--- src/rtl/gvb_pkg.sv ---
package gvb_pkg;

    localparam int MAX_COLS  = 256;
    localparam int MAX_ROWS  = 256;
    localparam int FRAC_BITS = 16;
    localparam int COL_W     = $clog2(MAX_COLS);
    localparam int ROW_W     = $clog2(MAX_ROWS);
    // four banks split by column and row parity, each holds a quarter of the grid
    localparam int BANK_AW   = COL_W - 1 + ROW_W - 1;
    localparam int CELL_W    = 33;

    localparam logic CMD_WRITE = 1'b0;
    localparam logic CMD_QUERY = 1'b1;

    localparam logic [2:0] CFG_ORIGIN_X   = 3'd0;
    localparam logic [2:0] CFG_ORIGIN_Y   = 3'd1;
    localparam logic [2:0] CFG_INV_CELL_X = 3'd2;
    localparam logic [2:0] CFG_INV_CELL_Y = 3'd3;
    localparam logic [2:0] CFG_GRID_COLS  = 3'd4;
    localparam logic [2:0] CFG_GRID_ROWS  = 3'd5;

    typedef struct packed {
        logic                 neg;
        logic [CELL_W-1:0]    idx;
        logic [FRAC_BITS-1:0] frac;
    } map_t;

    typedef struct packed {
        logic             wr;
        logic [COL_W-1:0] col;
        logic [ROW_W-1:0] row;
        logic [63:0]      data;
    } wr_req_t;

endpackage

--- src/rtl/gvb_lerp.sv ---
module gvb_lerp
    import gvb_pkg::*;
(
    input  logic                 clk,
    input  logic                 en,
    input  logic signed [31:0]   a,
    input  logic signed [31:0]   b,
    input  logic [FRAC_BITS-1:0] f,
    output logic signed [31:0]   y
);

    logic signed [32:0]           d;
    logic signed [FRAC_BITS+33:0] prod_reg;
    logic signed [31:0]           a_reg;
    logic signed [31:0]           y_reg;

    assign d = {b[31], b} - {a[31], a};

    always_ff @(posedge clk)
    begin
        if (en)
        begin
            prod_reg <= d * $signed({1'b0, f});
            a_reg    <= a;
            // arithmetic shift is the floor; the sum always fits 32 bits
            y_reg    <= a_reg + prod_reg[FRAC_BITS+31:FRAC_BITS];
        end
    end

    assign y = y_reg;

endmodule

--- config.mk ---
export PLATFORM = sky130hd
export DESIGN_NAME = gvb_lerp
export DESIGN_NICKNAME = d
export VERILOG_FILES = /design/src/rtl/gvb_pkg.sv /design/src/rtl/gvb_lerp.sv
export SDC_FILE = /design/constraint.sdc
export NUM_CORES = 1
export LEC_CHECK = 0
export BUFFER_PORTS_ARGS = -buffer_cell sky130_fd_sc_hd__buf_2
export CAP_MARGIN = 40
export CORE_AREA = 3 3 209 211
export DETAILED_ROUTE_END_ITERATION = 12
export DIE_AREA = 0 0 212 214
export PLACE_DENSITY = 0.79
export SLEW_MARGIN = 15
export SYNTH_ARGS = -nofsm -noshare
export SYNTH_HDL_FRONTEND = slang
export SYNTH_SLANG_ARGS = --single-unit
--- constraint.sdc ---
create_clock -name clk -period 9.38 [get_ports clk]
set_input_delay 1.876 -clock clk [delete_from_list [all_inputs] [get_ports clk]]
set_output_delay 1.876 -clock clk [all_outputs]
set_load 0.01 [all_outputs]
==> impl_metrics.csv <==
group,metric,value,unit
outcome,status,"finished with violations",
outcome,violations,"setup timing",
setup_path,crit_path_start_kind,"input port",
global_routing,grt_max_degree,61,
sta,slew_viol_final,0,
clock_network,clk_pin_slew,70,ps
clock_network,holdBufCountCts,0,
synthesis,syn-cell-area,0.02459,mm^2
route,first_pass_iters,8,
route,routedWlPerCell,19.52,um
place,port_buffers,113,
synthesis,synth_edf_count,96,
setup_path,crit_type,"input port to flop",
synthesis,netlist_instances,2708,
clock_network,cts_tree,"done",
final_layout,layout_common_cells,"inv_1 (595), fa_1 (473), nand2_1 (324)",
synthesis,synth-seq-area-share,11.72,%
final_layout,layout_commonest_cell,"inv_1",
setup_path,end_kind,"flop",
global_routing,grt_antenna_before_repair,3,
die,die_area,0.04537,mm^2
place,gp_congestion,0.9540,
setup_path,required,9620,ps
setup_path,critPathArrivalTime,9730,ps
sta,finalHoldViolCount,0,
die,boundaryPins,114,
die,initial_utilization,58.62,%
setup_path,crit_family,"adder cells",
die,num_rows,75,
clock_network,clock_sinks,96,
place,place_inst,3536,
route,viasPerCell,5.746,
global_routing,grt_pass1_vias,22070,
clock_network,cts_buffers,9,
die,die_w,212,um
sta,max_freq,105.3,MHz
route,num_vias,20620,
global_routing,grt_pass1_wl,110.1,mm
sta,hold_ws,578.1,ps
die,die_h,214,um
final_layout,nFillCells,2915,
sta,slew_headroom,42.99,%
job,maxCapViolCount,0,
setup_path,cp_num_buf_inv,9,
sta,post-route-period-util,101.2,%
die,coreArea,0.04195,mm^2
sta,clock_skew,9.404,ps
place,hpwl,54.39,mm
synthesis,avgSynthCellArea,9.080,um^2
sta,finalWorstSetupSlack,-112.4,ps
final_layout,finalNonFillerCells,3589,
clock_network,clock_latency,370,ps
global_routing,overflow,0,
clock_network,cts.path.max_buffers,2,
clock_network,htreeDepth,3,
global_routing,grtUsageTotal,30.45,%
final_layout,syn_to_final_growth,19.04,%
sta,setup_viol,5,
synthesis,synth_nets,3456,
setup_path,critPathMaxStageDelay,530,ps
place,dp_slack,-817.7,ps
synthesis,async_reset_ff_share,0,%
setup_path,cpMaxStageDelayCell,"fa_1",
final_layout,drive_gt1_share,20.40,%
sta,worst_pin_slew,855.2,ps
route,drtIter0Drc,1838,
setup_path,critPathMaxFanout,8,
setup_path,critPathMostFrequentCell,"fa_1",
final_layout,seqCellArea,0.002883,mm^2
synthesis,ys_types,73,
synthesis,ys_seq_elements,96,
route,postRouteAntennaNets,0,
sta,period_needed,9492,ps
hold_path,min_path_type,"flop to flop",
route,wl,70.07,mm
clock_network,clock-root-buffer,"clkbuf_16",
synthesis,ys.flop_type,"edfxtp_1",
sta,rsz0062_at_grt,"yes",
final_layout,multi_input_area,0.01985,mm^2
final_layout,final_nets,3792,
synthesis,yosysWarnings,0,
route,drc,0,
cells in the mapped netlist (3+ instances only):
cell type / instances / area (um^2)
a2111oi_0: 4 / 35.03
a211o_1: 5 / 43.79
a211oi_1: 6 / 45.04
a21o_1: 28 / 210.2
a21oi_1: 86 / 430.4
a21oi_2: 4 / 35.03
a221oi_1: 3 / 26.28
a22oi_1: 3 / 22.52
a311oi_1: 4 / 35.03
a31oi_1: 6 / 37.54
and2_1: 224 / 1401
and3_1: 15 / 93.84
buf_1: 3 / 11.26
buf_2: 14 / 70.07
clkbuf_1: 97 / 364.1
edfxtp_1: 96 / 2883
fa_1: 491 / 9829
ha_1: 175 / 2190
inv_1: 618 / 2320
nand2_1: 328 / 1231
nand2b_1: 26 / 162.7
nand3_1: 51 / 255.2
nand4_1: 4 / 25.02
nor2_1: 65 / 244.0
nor2b_1: 62 / 387.9
nor3_1: 16 / 80.08
nor4_1: 6 / 37.54
o211a_1: 11 / 110.1
o211ai_1: 12 / 90.09
o21a_1: 26 / 195.2
o21ai_0: 61 / 305.3
o21ai_1: 4 / 20.02
o21bai_1: 7 / 52.55
o311ai_0: 3 / 26.28
o31a_1: 4 / 35.03
or2_2: 3 / 18.77
xnor2_1: 67 / 586.8
xor2_1: 24 / 210.2
per-stage QoR:
stage	util, %	setup TNS, ps	instance area [um^2]
2_1_floorplan	-	0	24690
3_3_place_gp	66.07	-10050	27710
3_5_place_dp	66.13	-14860	27740
4_1_cts	67.81	-145.6	28440
5_1_grt	69.77	-2883	29270
6_report	69.78	-274.6	29270
per-layer routing:
metal	global-route usage, %	wire length (um)	part of all wire, %	vias up
li1	-	-	-	8928
met1	40.20	26560	38	10280
met2	49.46	33200	47	1139
met3	6.151	7106	10	272
met4	12.35	3176	4.5	6
met5	0	28	0.040	-
final cells by class:
type / count / area share [%]
multi-input cells: 1879 / 67.81
repair buffers: 440 / 11.03
clock inverters: 7 / 0.2950
diodes: 1 / 0.008550
well taps: 539 / 2.304
clock buffers: 9 / 0.7695
flip-flops and latches: 96 / 9.849
inverters: 618 / 7.934
path summary, 6_finish.rpt:
path | slack, ps | cells after the start | start | to
max | -110 | 35 | a[1] | prod_reg[42]$_DFFE_PP_
min | 580 | 1 | prod_reg[16]$_DFFE_PP_ | y[0]$_DFFE_PP_
max reg2reg | 5510 | 11 | a_reg[0]$_DFFE_PP_ | y[30]$_DFFE_PP_
min reg2reg | 580 | 1 | prod_reg[16]$_DFFE_PP_ | y[0]$_DFFE_PP_
logic make-up after synthesis:
| family | count (synthesis) | share of synthesized area (%) |
|---|---|---|
| muxes | 1 | 0.04071 |
| DFF | 96 | 11.72 |
| xor gates and xnor gates | 91 | 3.241 |
| AOI/OAI and AO/OA | 306 | 8.299 |
| adders and majority gates | 666 | 48.88 |
| buffers and inverters | 733 | 11.27 |
| and+or+nand+nor | 815 | 16.55 |
timing repair:
action | 4_1_cts | 5_1_grt
gates resized for setup | 63 | 143
pin swaps | 48 | 77
setup buffers | 15 | 21
endpoints found under the setup margin | 22 | 23
gates cloned | 0 | 1
Power is not shown: default switching activity piles up to over one toggle a cycle in this logic, so the estimate is an artifact.
