==> src/rtl/gvb_pkg.sv <==
package gvb_pkg;

    localparam int MAX_COLS  = 256;
    localparam int MAX_ROWS  = 256;
    localparam int FRAC_BITS = 16;
    localparam int COL_W     = $clog2(MAX_COLS);
    localparam int ROW_W     = $clog2(MAX_ROWS);
    // four banks split by column and row parity, each holds a quarter of the grid
    localparam int BANK_AW   = COL_W - 1 + ROW_W - 1;
    localparam int CELL_W    = 33;

    localparam logic CMD_WRITE = 1'b0;
    localparam logic CMD_QUERY = 1'b1;

    localparam logic [2:0] CFG_ORIGIN_X   = 3'd0;
    localparam logic [2:0] CFG_ORIGIN_Y   = 3'd1;
    localparam logic [2:0] CFG_INV_CELL_X = 3'd2;
    localparam logic [2:0] CFG_INV_CELL_Y = 3'd3;
    localparam logic [2:0] CFG_GRID_COLS  = 3'd4;
    localparam logic [2:0] CFG_GRID_ROWS  = 3'd5;

    typedef struct packed {
        logic                 neg;
        logic [CELL_W-1:0]    idx;
        logic [FRAC_BITS-1:0] frac;
    } map_t;

    typedef struct packed {
        logic             wr;
        logic [COL_W-1:0] col;
        logic [ROW_W-1:0] row;
        logic [63:0]      data;
    } wr_req_t;

endpackage

==> src/rtl/gvb_map.sv <==
module gvb_map
    import gvb_pkg::*;
(
    input  logic               clk,
    input  logic               en,
    input  logic signed [31:0] point,
    input  logic signed [31:0] origin,
    input  logic        [31:0] inv,
    output map_t               result
);

    logic signed [32:0] q_reg;
    logic [47:0]        a_reg;
    logic [47:0]        b_reg;
    logic               neg_reg;
    logic [48:0]        r;
    map_t               result_reg;

    assign r = {17'b0, a_reg[15:0], 16'b0} + {1'b0, b_reg};

    always_ff @(posedge clk)
    begin
        if (en)
        begin
            q_reg   <= {point[31], point} - {origin[31], origin};
            // split into two 16 x 32 products
            a_reg   <= {32'b0, q_reg[31:16]} * {16'b0, inv};
            b_reg   <= {32'b0, q_reg[15:0]} * {16'b0, inv};
            neg_reg <= q_reg[32];
            result_reg.neg  <= neg_reg;
            result_reg.idx  <= {1'b0, a_reg[47:16]} + {16'b0, r[48:32]};
            result_reg.frac <= r[31:32-FRAC_BITS];
        end
    end

    assign result = result_reg;

endmodule

==> config.mk <==
export PLATFORM = sky130hd
export DESIGN_NAME = gvb_map
export DESIGN_NICKNAME = d
export VERILOG_FILES = /design/src/rtl/gvb_pkg.sv /design/src/rtl/gvb_map.sv
export SDC_FILE = /design/constraint.sdc
export NUM_CORES = 2
export LEC_CHECK = 0
export ABC_CLOCK_PERIOD_IN_PS = 9770
export BUFFER_PORTS_ARGS = -buffer_cell sky130_fd_sc_hd__buf_2
export CAP_MARGIN = 40
export CORE_MARGIN = 5
export CORE_UTILIZATION = 25
export CTS_CLUSTER_SIZE = 40
export DETAILED_ROUTE_END_ITERATION = 8
export PLACE_DENSITY_LB_ADDON = 0.15
export SYNTH_ARGS = -nofsm -noshare
export SYNTH_HDL_FRONTEND = slang
export SYNTH_SLANG_ARGS = --single-unit
==> constraint.sdc <==
create_clock -name clk -period 9.77 [get_ports clk]
set_input_delay 1.4655 -clock clk [delete_from_list [all_inputs] [get_ports clk]]
set_output_delay 1.4655 -clock clk [all_outputs]
set_load 0.02 [all_outputs]
==> impl_metrics.toml <==
[cts]
clkSinkCount = 164
cts_tree = "built"
cts_resized = 0
h-tree-depth = 4
cts_setup_buffers = 0
path_clk_slew_ps = 70
cts_root_buf = "clkbuf_16"
clk_path_buf_depth = 2
ctsHoldBuffers = 0
numCtsBuffers = 17
clk_latency_ps = 540

[grt]
grt_pass1_wl_um = 190100
grt_pass1_vias = 31365
grt_max_degree = 57
overflow = 0
grt_antenna_before_repair = 5
track_usage_pct = 14.58

[placed_design]
place_area_mm2 = 0.04391
dp_hpwl_um = 96470
gp_congestion = 0.7843
portBuffers = 147

[logic_synthesis]
synth.top_cell.area_share_pct = 41.37
synth-compound-area-share_pct = 6.563
synth_nets = 5634
yosys.area_share.simple_pct = 16.50
muxShareOfSynthArea_pct = 0.1049
synth_xor_area_share_pct = 3.261
synth-seq-area-share_pct = 12.14
ys_seq_elements = 164
netlist_area_mm2 = 0.04055
synthFlopType = "edfxtp_1"
yosysTopAreaCell = "fa_1"
synth_edf_count = 164
synth_warnings = 0
synth_fa_ha_area_share_pct = 50.69
synth_area_leaders = "fa_1 41%, edfxtp_1 12%, ha_1 9.3%, inv_1 8.8%, and2_1 6.6%"
synth_top_family_by_area = "adder cells"
syn_avg_cell_area_um2 = 9.224
synthDistinctLibCells = 78
ys_async_sr_fraction_pct = 0
syn_inst = 4396

[route]
drc = 0
wl_um = 120800
postRouteAntennaNets = 0
wl_per_cell_um = 18.29
firstDrtPassIters = 5
drtIter0Drc = 1179
vias = 28929
routed_via_density = 4.378

[floorplanning]
die-area_mm2 = 0.1704
io_pins = 148
core-area_mm2 = 0.1609
start_util_pct = 25.20
die_h_um = 412.7
die_width_um = 412.7
rows = 147

[cells_and_area]
largest_register_ffs = 50
final_common_cell = "inv_1"
drive_gt1_share_pct = 6.682
fillers = 17322
syn_to_final_growth_pct = 9.864
final_cell_mix = "948 x inv_1, 838 x fa_1, 691 x nand2_1, 425 x and2_1, 302 x ha_1"
postLayoutCellArea_mm2 = 0.04455
nets = 5670

[timing]
slew_viol_final = 0
setup-tns-final_ps = 0
fmax_mhz = 124.8
finalSetupViolCount = 0
rsz0062_at_grt = "no"
relSlewSlack_pct = 37.83
fin_crit_ps = 8010
period_share_pct = 81.99
max_slew.worst_pin.slew_ps = 932.5
hold_viol_final = 0
clock_skew_ps = 19.00

[setup_path]
critPathCapture = "b_reg[47]"
ff2ff_setup_slack_ps = 2150
startpoint_type = "input port"
crit_fanout = 26
crit_arrival_ps = 8290
critPathRequiredTime_ps = 10050
rr_worst_depth = 22
regToRegStartpoint = "q_reg[5]"
crit_type = "in -> reg"
rr_endpoint = "b_reg[47]"
critPathCaptureType = "flip-flop"
startpoint = "inv[22]"

[job]
maxCapViolCount = 0

[run_status]
outcome = "completed"

[worst_hold_path]
worstHoldPathType = "reg -> reg"
==> per-layer routing <==
| metal | up-vias | global-route usage [%] | wire length [µm] |
|---|---|---|---|
| met2 | 411 | 25.95 | 61680 |
| met1 | 15136 | 19.44 | 54460 |
| li1 | 13326 | - | - |
| met4 | 2 | 1.812 | 1032 |
| met3 | 54 | 1.883 | 3661 |
| met5 | - | 0 | 7 |
==> per-stage QoR <==
stage                     hold WS (ps)  worst slack [ps]  utilization (%)  cells
after detailed placement         408.6              1216            27.28   6573
final                            432.0              1760            27.68   6608
after global placement           414.3              1166            27.16   6562
after global routing             443.9              1572            27.68   6606
after CTS                        434.1              1801            27.68   6605
after floorplan                  400.3              2536                -   4396
==> synth_stat cells (4+ instances only) <==
cell,count
inv_1,948
fa_1,838
nand2_1,691
and2_1,425
ha_1,302
clkbuf_1,205
edfxtp_1,164
a21oi_1,132
xnor2_1,104
nor2_1,84
a21o_1,69
o21ai_0,57
xor2_1,47
nand3_1,35
and3_1,30
nor3_1,25
o21bai_1,21
nand2b_1,20
o21a_1,18
nor2b_1,17
nand4_1,12
a31oi_1,11
o211ai_1,11
a211oi_1,8
or2_2,7
a21boi_0,6
a21oi_2,6
nor3b_1,6
o21ai_1,6
a211o_1,5
and4_1,5
o311ai_1,5
o21ai_2,4
or3_1,4
==> worst min path at each step <==
stage                   start      end  slack, ps  cells past startpoint
floorplan           q_reg[32]  neg_reg        400                      0
global placement    q_reg[32]  neg_reg        410                      0
detailed placement  q_reg[32]  neg_reg        410                      0
CTS                 q_reg[32]  neg_reg        430                      0
global route        q_reg[32]  neg_reg        440                      0
finish              q_reg[32]  neg_reg        430                      0
==> logic make-up (layout without fill, tap and decap cells) <==
family | count (synthesis) | after routing
flip-flops | 164 | 164
AO/OA/AOI/OAI | 398 | 398
AND/OR/NAND/NOR | 1382 | 1382
multiplexers | 4 | 4
buffers and inverters | 1157 | 1206
XOR/XNOR | 151 | 151
adder cells (fa/ha/maj) | 1140 | 1140
other | 0 | 3
==> area by class of cell <==
| class | count | area [µm²] | area share [%] |
|---|---|---|---|
| Tap cell | 2160 | 2703 | 6.066 |
| Multi-Input combinational cell | 3075 | 31270 | 70.20 |
| Clock buffer | 17 | 425.4 | 0.9549 |
| Antenna cell | 3 | 7.507 | 0.01685 |
| Clock inverter | 15 | 211.5 | 0.4746 |
| Inverter | 948 | 3558 | 7.987 |
| Sequential cell | 164 | 4925 | 11.05 |
| Timing Repair Buffer | 226 | 1448 | 3.249 |
==> worst max-delay path, stage by stage <==
cell and delay [ps]:
buf_2 610, nand2_1 180, fa_1 570, inv_1 60
fa_1 480, fa_1 600, fa_1 460, fa_1 500
inv_1 50, fa_1 550, inv_1 60, ha_1 340
and4_1 270, and3_1 200, a22oi_1 270, nand2_1 190
o311ai_2 580, o31ai_2 160, or3_1 360, a31oi_1 220
xnor2_1 80
Power is not shown: default switching activity piles up to over one toggle a cycle in this logic, so the estimate is an artifact.
